[src/hw/rtl/supersampled_ring_disc_shader_top_macros.svh]
// Assertion macros for the ring and disc shader.
`ifndef SUPERSAMPLED_RING_DISC_SHADER_TOP_MACROS_SVH
`define SUPERSAMPLED_RING_DISC_SHADER_TOP_MACROS_SVH

`ifndef ASSERT_OFF
// Implication in the same cycle, off during reset.
`define SSRD_ASSERT_IMPL(lbl, clk, rst, ante, cons) \
  lbl: assert property (@(posedge clk) disable iff (rst) (ante) |-> (cons)) \
    else $error("ssrd assertion failed");
// Implication into the next cycle, off during reset.
`define SSRD_ASSERT_NEXT(lbl, clk, rst, ante, cons) \
  lbl: assert property (@(posedge clk) disable iff (rst) (ante) |=> (cons)) \
    else $error("ssrd assertion failed");
// Implication into the next cycle, checked in reset too.
`define SSRD_ASSERT_ALWAYS_NEXT(lbl, clk, ante, cons) \
  lbl: assert property (@(posedge clk) (ante) |=> (cons)) \
    else $error("ssrd assertion failed");
`else
`define SSRD_ASSERT_IMPL(lbl, clk, rst, ante, cons)
`define SSRD_ASSERT_NEXT(lbl, clk, rst, ante, cons)
`define SSRD_ASSERT_ALWAYS_NEXT(lbl, clk, ante, cons)
`endif

`endif

[src/hw/rtl/ssrd_pkg.sv]
`default_nettype none
package ssrd_pkg;

  localparam int SUBSAMPLES_DEFAULT = 4;
  localparam int SUB_STEP           = 10;
  localparam int SUB_HALF           = 5;

  localparam int PIX_W      = 8;
  localparam int COLOR_W    = 16;
  localparam int COORD_W    = 14;
  localparam int SQ_W       = 2 * COORD_W;
  localparam int DIST_W     = SQ_W + 1;
  localparam int RAD_W      = 10;
  localparam int RSQ_W      = 24;
  localparam int R_W        = 5;
  localparam int G_W        = 6;
  localparam int B_W        = 5;
  localparam int ACC_R_W    = 9;
  localparam int ACC_G_W    = 10;
  localparam int ACC_B_W    = 9;
  localparam int ACC_R_MAX  = 496;
  localparam int ACC_G_MAX  = 1008;
  localparam int ACC_B_MAX  = 496;

  localparam int CFG_INDEX_W = 3;
  localparam int CFG_DATA_W  = 16;

  localparam int CENTER_POS_RST  = 11;
  localparam int DISC_RADIUS_RST = 61;
  localparam int RING_RADIUS_RST = 103;
  localparam logic [COLOR_W-1:0] DISC_COLOR_RST = 16'h42FF;
  localparam logic [COLOR_W-1:0] RING_COLOR_RST = 16'hFFFF;

  typedef enum logic [CFG_INDEX_W-1:0] {
    REG_CENTER_POS  = 3'd0,
    REG_DISC_RADIUS = 3'd1,
    REG_RING_RADIUS = 3'd2,
    REG_DISC_COLOR  = 3'd3,
    REG_RING_COLOR  = 3'd4
  } ssrd_reg_t;

  typedef struct packed {
    logic [COORD_W-1:0] centre;
    logic [RSQ_W-1:0]   disc_r2;
    logic [RSQ_W-1:0]   ring_r2;
    logic [COLOR_W-1:0] disc_color;
    logic [COLOR_W-1:0] ring_color;
  } ssrd_cfg_t;

  typedef struct packed {
    logic               valid;
    logic [COORD_W-1:0] x_base;
    logic [COORD_W-1:0] y_base;
    logic [COLOR_W-1:0] bg;
    logic [ACC_R_W-1:0] acc_r;
    logic [ACC_G_W-1:0] acc_g;
    logic [ACC_B_W-1:0] acc_b;
  } ssrd_bundle_t;

endpackage
`default_nettype wire

[src/hw/rtl/ssrd_cell.sv]
`default_nettype none
module ssrd_cell #(
  parameter int ROW = 0,
  parameter int COL = 0
) (
  input  logic                 clk,
  input  logic                 rst,
  input  logic                 advance,
  input  ssrd_pkg::ssrd_cfg_t    cfg,
  input  ssrd_pkg::ssrd_bundle_t din,
  output ssrd_pkg::ssrd_bundle_t dout
);

  localparam int CW = ssrd_pkg::COORD_W;
  localparam int SW = ssrd_pkg::SQ_W;
  localparam int DW = ssrd_pkg::DIST_W;
  localparam logic [CW-1:0] X_OFF =
    CW'(COL * ssrd_pkg::SUB_STEP + ssrd_pkg::SUB_HALF);
  localparam logic [CW-1:0] Y_OFF =
    CW'(ROW * ssrd_pkg::SUB_STEP + ssrd_pkg::SUB_HALF);

  // stage a: distances along each axis
  logic [CW-1:0] sx, sy, dx_next, dy_next;
  ssrd_pkg::ssrd_bundle_t b_a;
  logic [CW-1:0] dx_a, dy_a;

  // stage b: squares
  ssrd_pkg::ssrd_bundle_t b_b;
  logic [SW-1:0] dxsq_b, dysq_b;

  // stage c: radius tests
  logic [DW-1:0] d2;
  ssrd_pkg::ssrd_bundle_t b_c;
  logic in_disc_c, in_ring_c;

  // stage d: colour select and accumulate
  logic [ssrd_pkg::COLOR_W-1:0] colour;
  ssrd_pkg::ssrd_bundle_t dout_next;

  always_comb begin
    sx = din.x_base + X_OFF;
    sy = din.y_base + Y_OFF;
    dx_next = (sx >= cfg.centre) ? (sx - cfg.centre) : (cfg.centre - sx);
    dy_next = (sy >= cfg.centre) ? (sy - cfg.centre) : (cfg.centre - sy);
  end

  assign d2 = DW'(dxsq_b) + DW'(dysq_b);

  always_comb begin
    if (in_disc_c) begin
      colour = cfg.disc_color;
    end else if (in_ring_c) begin
      colour = cfg.ring_color;
    end else begin
      colour = b_c.bg;
    end
    dout_next = b_c;
    dout_next.acc_r = b_c.acc_r + ssrd_pkg::ACC_R_W'(colour[15:11]);
    dout_next.acc_g = b_c.acc_g + ssrd_pkg::ACC_G_W'(colour[10:5]);
    dout_next.acc_b = b_c.acc_b + ssrd_pkg::ACC_B_W'(colour[4:0]);
  end

  always_ff @(posedge clk) begin
    if (rst) begin
      b_a.valid  <= 1'b0;
      b_b.valid  <= 1'b0;
      b_c.valid  <= 1'b0;
      dout.valid <= 1'b0;
    end else if (advance) begin
      b_a  <= din;
      b_b  <= b_a;
      b_c  <= b_b;
      dout <= dout_next;
    end
  end

  always_ff @(posedge clk) begin
    if (advance) begin
      dx_a      <= dx_next;
      dy_a      <= dy_next;
      dxsq_b    <= SW'(dx_a) * SW'(dx_a);
      dysq_b    <= SW'(dy_a) * SW'(dy_a);
      in_disc_c <= (d2 <= DW'(cfg.disc_r2));
      in_ring_c <= (d2 <= DW'(cfg.ring_r2));
    end
  end

endmodule
`default_nettype wire

[config.mk]
export PLATFORM = sky130hd
export DESIGN_NAME = ssrd_cell
export DESIGN_NICKNAME = d
export VERILOG_FILES = /design/src/hw/rtl/supersampled_ring_disc_shader_top_macros.svh /design/src/hw/rtl/ssrd_pkg.sv /design/src/hw/rtl/ssrd_cell.sv
export SDC_FILE = /design/constraint.sdc
export NUM_CORES = 1
export LEC_CHECK = 0
export BUFFER_PORTS_ARGS = -buffer_cell sky130_fd_sc_hd__buf_4
export CAP_MARGIN = 20
export CORE_ASPECT_RATIO = 1.4
export CORE_MARGIN = 10
export CORE_UTILIZATION = 62
export CTS_CLUSTER_SIZE = 14
export DETAILED_ROUTE_END_ITERATION = 16
export HOLD_SLACK_MARGIN = 0.15
export PLACE_DENSITY = 0.87
export RECOVER_POWER = 100
export SKIP_LAST_GASP = 1
export SYNTH_ARGS = -nofsm -noshare
export SYNTH_HDL_FRONTEND = slang
export SYNTH_SLANG_ARGS = --single-unit
[constraint.sdc]
create_clock -name clk -period 18.75 [get_ports clk]
set_clock_uncertainty 0.1 [all_clocks]
set_input_delay 1.875 -clock clk [delete_from_list [all_inputs] [get_ports clk]]
set_output_delay 1.875 -clock clk [all_outputs]
set_load 0.02 [all_outputs]
==> results of run 1 <==
==> critical path: stages <==
cell and delay, ns:
clkbuf_1 0.93, nor2b_1 0.51, clkbuf_1 1.41, clkbuf_1 2.15, buf_12 0.70
==> per-stage QoR <==
stage                     instances  instance area, um^2  util (%)
after floorplan                2565                28890         -
after global placement         3378                31330     67.99
after detailed placement       3378                31330     67.99
after CTS                      3442                32500     70.53
after global routing           3443                32050     69.54
final                          3443                32050     69.54
==> registers in the layout, indices dropped and copies added, names as in the netlist <==
register / cells
in_ring_c: 1
b_c: 73
in_disc_c: 1
dysq_b: 27
dy_a: 14
b_a: 73
b_b: 73
dout: 73
dx_a: 14
dxsq_b: 27
==> metal layers <==
metal | vias to the layer above | GRT usage, %
met5 | - | 0
met4 | 0 | 8.558
met3 | 154 | 2.781
met2 | 609 | 44.54
met1 | 9411 | 25.87
li1 | 9112 | -
==> final cells by class <==
type	count	area (um^2)
clock buffers	44	994.7
clock inverters	20	175.2
fillers	3344	14030
inverters	483	1813
multi-input cells	1654	15570
flip-flops and latches	376	11250
well taps	617	772.0
repair buffers	249	1469
==> cells in the final DEF (no fill, tap or decap), types with 9 or more instances in the layout <==
cell	instances
a211oi_1	14
a21o_1	56
a21oi_1	119
a221oi_1	9
a31oi_1	16
and2_1	58
and3_1	18
buf_4	92
clkbuf_1	115
clkbuf_16	39
clkbuf_4	46
clkinv_1	9
edfxtp_1	372
fa_1	233
ha_1	329
inv_1	483
mux2i_1	38
nand2_1	201
nand2b_1	22
nand3_1	32
nand4_1	15
nor2_1	62
nor2b_1	34
nor3_1	24
o21a_1	21
o21ai_0	72
o21bai_1	17
xnor2_1	111
xor2_1	44
==> worst paths after layout <==
path                start    endpoint  cells after the start
hold reg to reg   b_c[71]    dout[71]                      0
hold / removal    b_c[71]    dout[71]                      0
setup / recovery  advance     b_b[22]                      5
setup reg to reg  dx_a[2]  dxsq_b[27]                     21
==> cells by family after synthesis <==
group           after synthesis  share of synthesized area (%)
mux                          50                          1.784
fa+ha+maj                   562                          30.39
compound gates              393                          8.869
simple gates                494                          8.285
buf+inv                     535                          7.029
xor+xnor                    155                          4.699
flops                       376                          38.94
==> run metrics, run 1 <==
dpl ws 11.71 ns; final hold vios 0; vias per inst 5.602; post-route met1 wirelength 24240 um; hold_buf cts 0; WL final 65490 um; CP Launch Type input pin; status finished, violations left; relative slew slack -156.3%; initial antenna violation count 0; Max Cap Viol 4; Die W 202.4 um; Mapped Area 28890 um^2; initial cell density of the core 62.70%; failing checks capacitance limit, slew limit; Die ar. 55760 um^2; number of synthesized flops with an enable pin 372; commonest register cell after synthesis edfxtp_1; Synth Area per Inst 11.26 um^2; Setup WS post-layout 10.92 ns; total track usage between 20% and 30%; synth top area cells edfxtp_1 39%, fa_1 16%, ha_1 14%; met3 WL 2948 um; Tcrit/Tclk final 41.74%; post-CTS resize count 0; Core Area approximately 46000 um^2; top-area cell type share of the netlist area 38.66%; largest net degree at the start of global routing approximately 200; DRT Pass-1 Iters 6; Hold Slack 0.3064 ns; synth unique cells 70; met2 wire len approximately 36000 um; DR iter-0 viols between 1000 and 1500; slew at the pin closest to its max-slew limit 3.844 ns; final setup vio count 0; max layer used met4; syn_nets 3297; Worst Path Arrival 7.87 ns; CTS tree yes; fin crit period 7.826 ns; Max Freq approximately 130 MHz; CP Max Fanout about 200; Final Slew Violations 181; Routed wire per std cell roughly 19 um; CTS root buf clkbuf_16; Die Height 275.4 um; vias in the first global route 20540; Cell Rows 93; PortBufs 242; final net count 3534; Post-DP HPWL about 52000 um; TritonCTS Buffers 38; post-route ant nets 0; Setup Buffers After CTS 0; gpl congestion 0.9225; Synth Instances 2565; FF+latch count, synth 376; total gr overflow 0; DRC violations left 0; Crit Path Category input pin to flip-flop; post-synth top area cell edfxtp_1; first-pass GRT wire length 104500 um; unrepaired setup endpoints after global routing no; Syn-to-layout area delta 10.92%; synth cell count leaders 483 x inv_1, 372 x edfxtp_1, 329 x ha_1, 233 x fa_1, 201 x nand2_1; Setup crit end kind flip-flop; clk slew on worst S/H paths 0.07 ns; Hold WC Path Type flip-flop to flip-flop; layout cell share with drive strength beyond 1 between 7 and 8%; ant diodes 0; YS warnings 0; CTS Buffer Depth 3; Via Count slightly below 20000; ys async rst share 0%; io pins 243; Critical Path RT 18.80 ns; reg2reg setup slack 11.70 ns; post-route setup TNS 0 ns; CTS sink cnt 376; clock latency at the later pin of the worst-skew pair around 0.54 ns; most frequent cell after synthesis inv_1; htree depth 2; post-synthesis sequential area ratio 38.94%
Power of run 1 is not shown: default switching activity piles up to over one toggle a cycle in this logic, so the estimate is an artifact.
==> inputs of run 2 (changes only) <==
==> constraint.sdc (replaced) <==
create_clock -name clk -period 8.1 [get_ports clk]
set_clock_uncertainty 0.1 [all_clocks]
set_input_delay 0.81 -clock clk [delete_from_list [all_inputs] [get_ports clk]]
set_output_delay 0.81 -clock clk [all_outputs]
set_load 0.02 [all_outputs]
==> run metrics, run 2 (same netlist as run 1, synthesis figures left out) <==
status finished, violations left (unchanged); failing checks capacitance limit, slew limit (unchanged); gpl congestion 0.9549 (was 0.9225); CTS root buf clkbuf_16 (unchanged); GR Util met2 43.80% (was 44.54%); Final Slew Violations 216 (was 181); Crit Reg-Reg Startpoint dx_a[2] (unchanged); Hold WC Path Type flip-flop to flip-flop (unchanged); CTS sink cnt 376 (unchanged); non-filler cells, final 3445 (was 3443); total track usage 23.14% (was 23.26%); Via Count 19330 (was 19290); Cell Rows 93 (unchanged); TritonCTS Buffers 38 (unchanged); Core Area 46080 um^2 (unchanged); Final Core Density 69.60% (was 69.54%); WL final 64850 um (was 65490 um); post-route ant nets 0 (unchanged); Setup crit end kind flip-flop (unchanged); clk slew on worst S/H paths 0.07 ns (about the same); CP Launch Type flip-flop (was input pin); htree depth 2 (unchanged); Die ar. 55760 um^2 (unchanged); slew at the pin closest to its max-slew limit 4.822 ns (was 3.844 ns); final hold vios 0 (unchanged); GR Layer Usage met3 3.074% (was 2.781%); final setup vio count 0 (unchanged); Worst setup startpoint dx_a[2] (was advance); post-CTS resize count 0 (unchanged); most frequent cells in the layout 483 x inv_1, 372 x edfxtp_1, 329 x ha_1 (unchanged); fin crit period 7.092 ns; PortBufs 242 (unchanged); Tcrit/Tclk final 87.56%; Die W 202.4 um (unchanged); DRT Pass-1 Iters 6 (unchanged); initial cell density of the core 62.70% (unchanged); first-pass GRT wire length 104500 um (about the same); Syn-to-layout area delta 11.00% (was 10.92%); CP Max Fanout 17 (was 198); largest net degree at the start of global routing 185 (was 199); final net count 3533 (was 3534); Setup Buffers After CTS 0 (unchanged); Worst Path Arrival 7.29 ns (was 7.87 ns); Worst Min Path Start b_b[17] (was b_c[71]); DR iter-0 viols 1256 (was 1103); total gr overflow 0 (unchanged); unrepaired setup endpoints after global routing no (unchanged); Placed Cells 3377 (was 3378); Critical Path RT 8.30 ns (was 18.80 ns); GR Layer Usage met1 25.63% (was 25.87%); Max Freq 141.0 MHz; vias per inst 5.610 (was 5.602); initial antenna violation count 1 (was 0); vias in the first global route 20820 (was 20540); Post-DP HPWL 51700 um (was 52410 um); Crit Path Category flip-flop to flip-flop (was input pin to flip-flop); CTS tree yes (unchanged); relative slew slack -221.5% (was -156.3%); clock latency at the later pin of the worst-skew pair 0.55 ns (was 0.54 ns); layout cell share with drive strength beyond 1 7.785% (was 7.679%); hold_buf cts 0 (unchanged); CTS Buffer Depth 3 (unchanged); commonest non-fill, non-tap cell in the layout inv_1 (unchanged); DRC violations left 0 (unchanged); Routed wire per std cell 18.82 um (was 19.02 um); post-route setup TNS 0 ns (unchanged); Die Height 275.4 um (unchanged); GRT busiest layer met2 (unchanged); layout filler cell count 3390 (was 3344); Max Cap Viol 4 (unchanged); io pins 243 (unchanged)
==> run 2: changes by cell type in the layout (fill, tap and decap cells not counted), moves of 2 or more <==
cell      previous run  this run
buf_4               92        97
clkbuf_1           115       111
clkbuf_4            46        40
clkinv_1             9         7
clkinv_4             2         4
diode_2              0         2
==> run 2: worst paths after layout <==
kind | depth (start not counted) | endpoint | slack, ns
worst max-delay path | 21 | dxsq_b[27] | 1.01
worst min-delay path | 0 | b_c[17] | 0.31
worst max register to register | 21 | dxsq_b[27] | 1.01
worst min register to register | 0 | b_c[17] | 0.31
==> run 2: worst max-delay path, cell delays in order (launching register included) <==
cell	delay, ns
edfxtp_1	0.65
nand2_1	0.22
inv_1	0.08
fa_1	0.54
inv_1	0.05
fa_1	0.49
inv_1	0.05
fa_1	0.52
fa_1	0.44
fa_1	0.56
inv_1	0.06
fa_1	0.53
inv_1	0.04
ha_1	0.24
or3_1	0.47
nor4_1	0.32
o41ai_1	0.21
a221oi_1	0.53
o21ai_0	0.24
a31o_2	0.27
a21oi_1	0.16
xnor2_1	0.08
==> run 2: final cells by class <==
class / count / area (um^2) / share of cell area [%]
multi-input cells: 1654 / 15560 / 48.53
flip-flops and latches: 376 / 11250 / 35.08
inverters: 483 / 1813 / 5.653
repair buffers: 248 / 1470 / 4.584
clock buffers: 42 / 987.2 / 3.078
well taps: 617 / 772.0 / 2.407
clock inverters: 23 / 206.4 / 0.6438
diodes: 2 / 5.005 / 0.01561
==> run 2: metrics by stage <==
step	instance area, um^2	hold slack [ns]	setup slack, ns
floorplan	28900	0.3003	1.518
global placement	31330	0.3000	1.249
detailed placement	31330	0.3045	1.056
CTS	32530	0.3158	1.066
global route	32070	0.3235	0.6806
finish	32070	0.3114	1.008
==> run 2: layer usage <==
metal,vias to the layer above,part of all wire [%]
met4,0,3.8
li1,9108,-
met3,155,4.6
met1,9484,37
met2,579,55
met5,-,0
Power of run 2 is left out for the same reason.
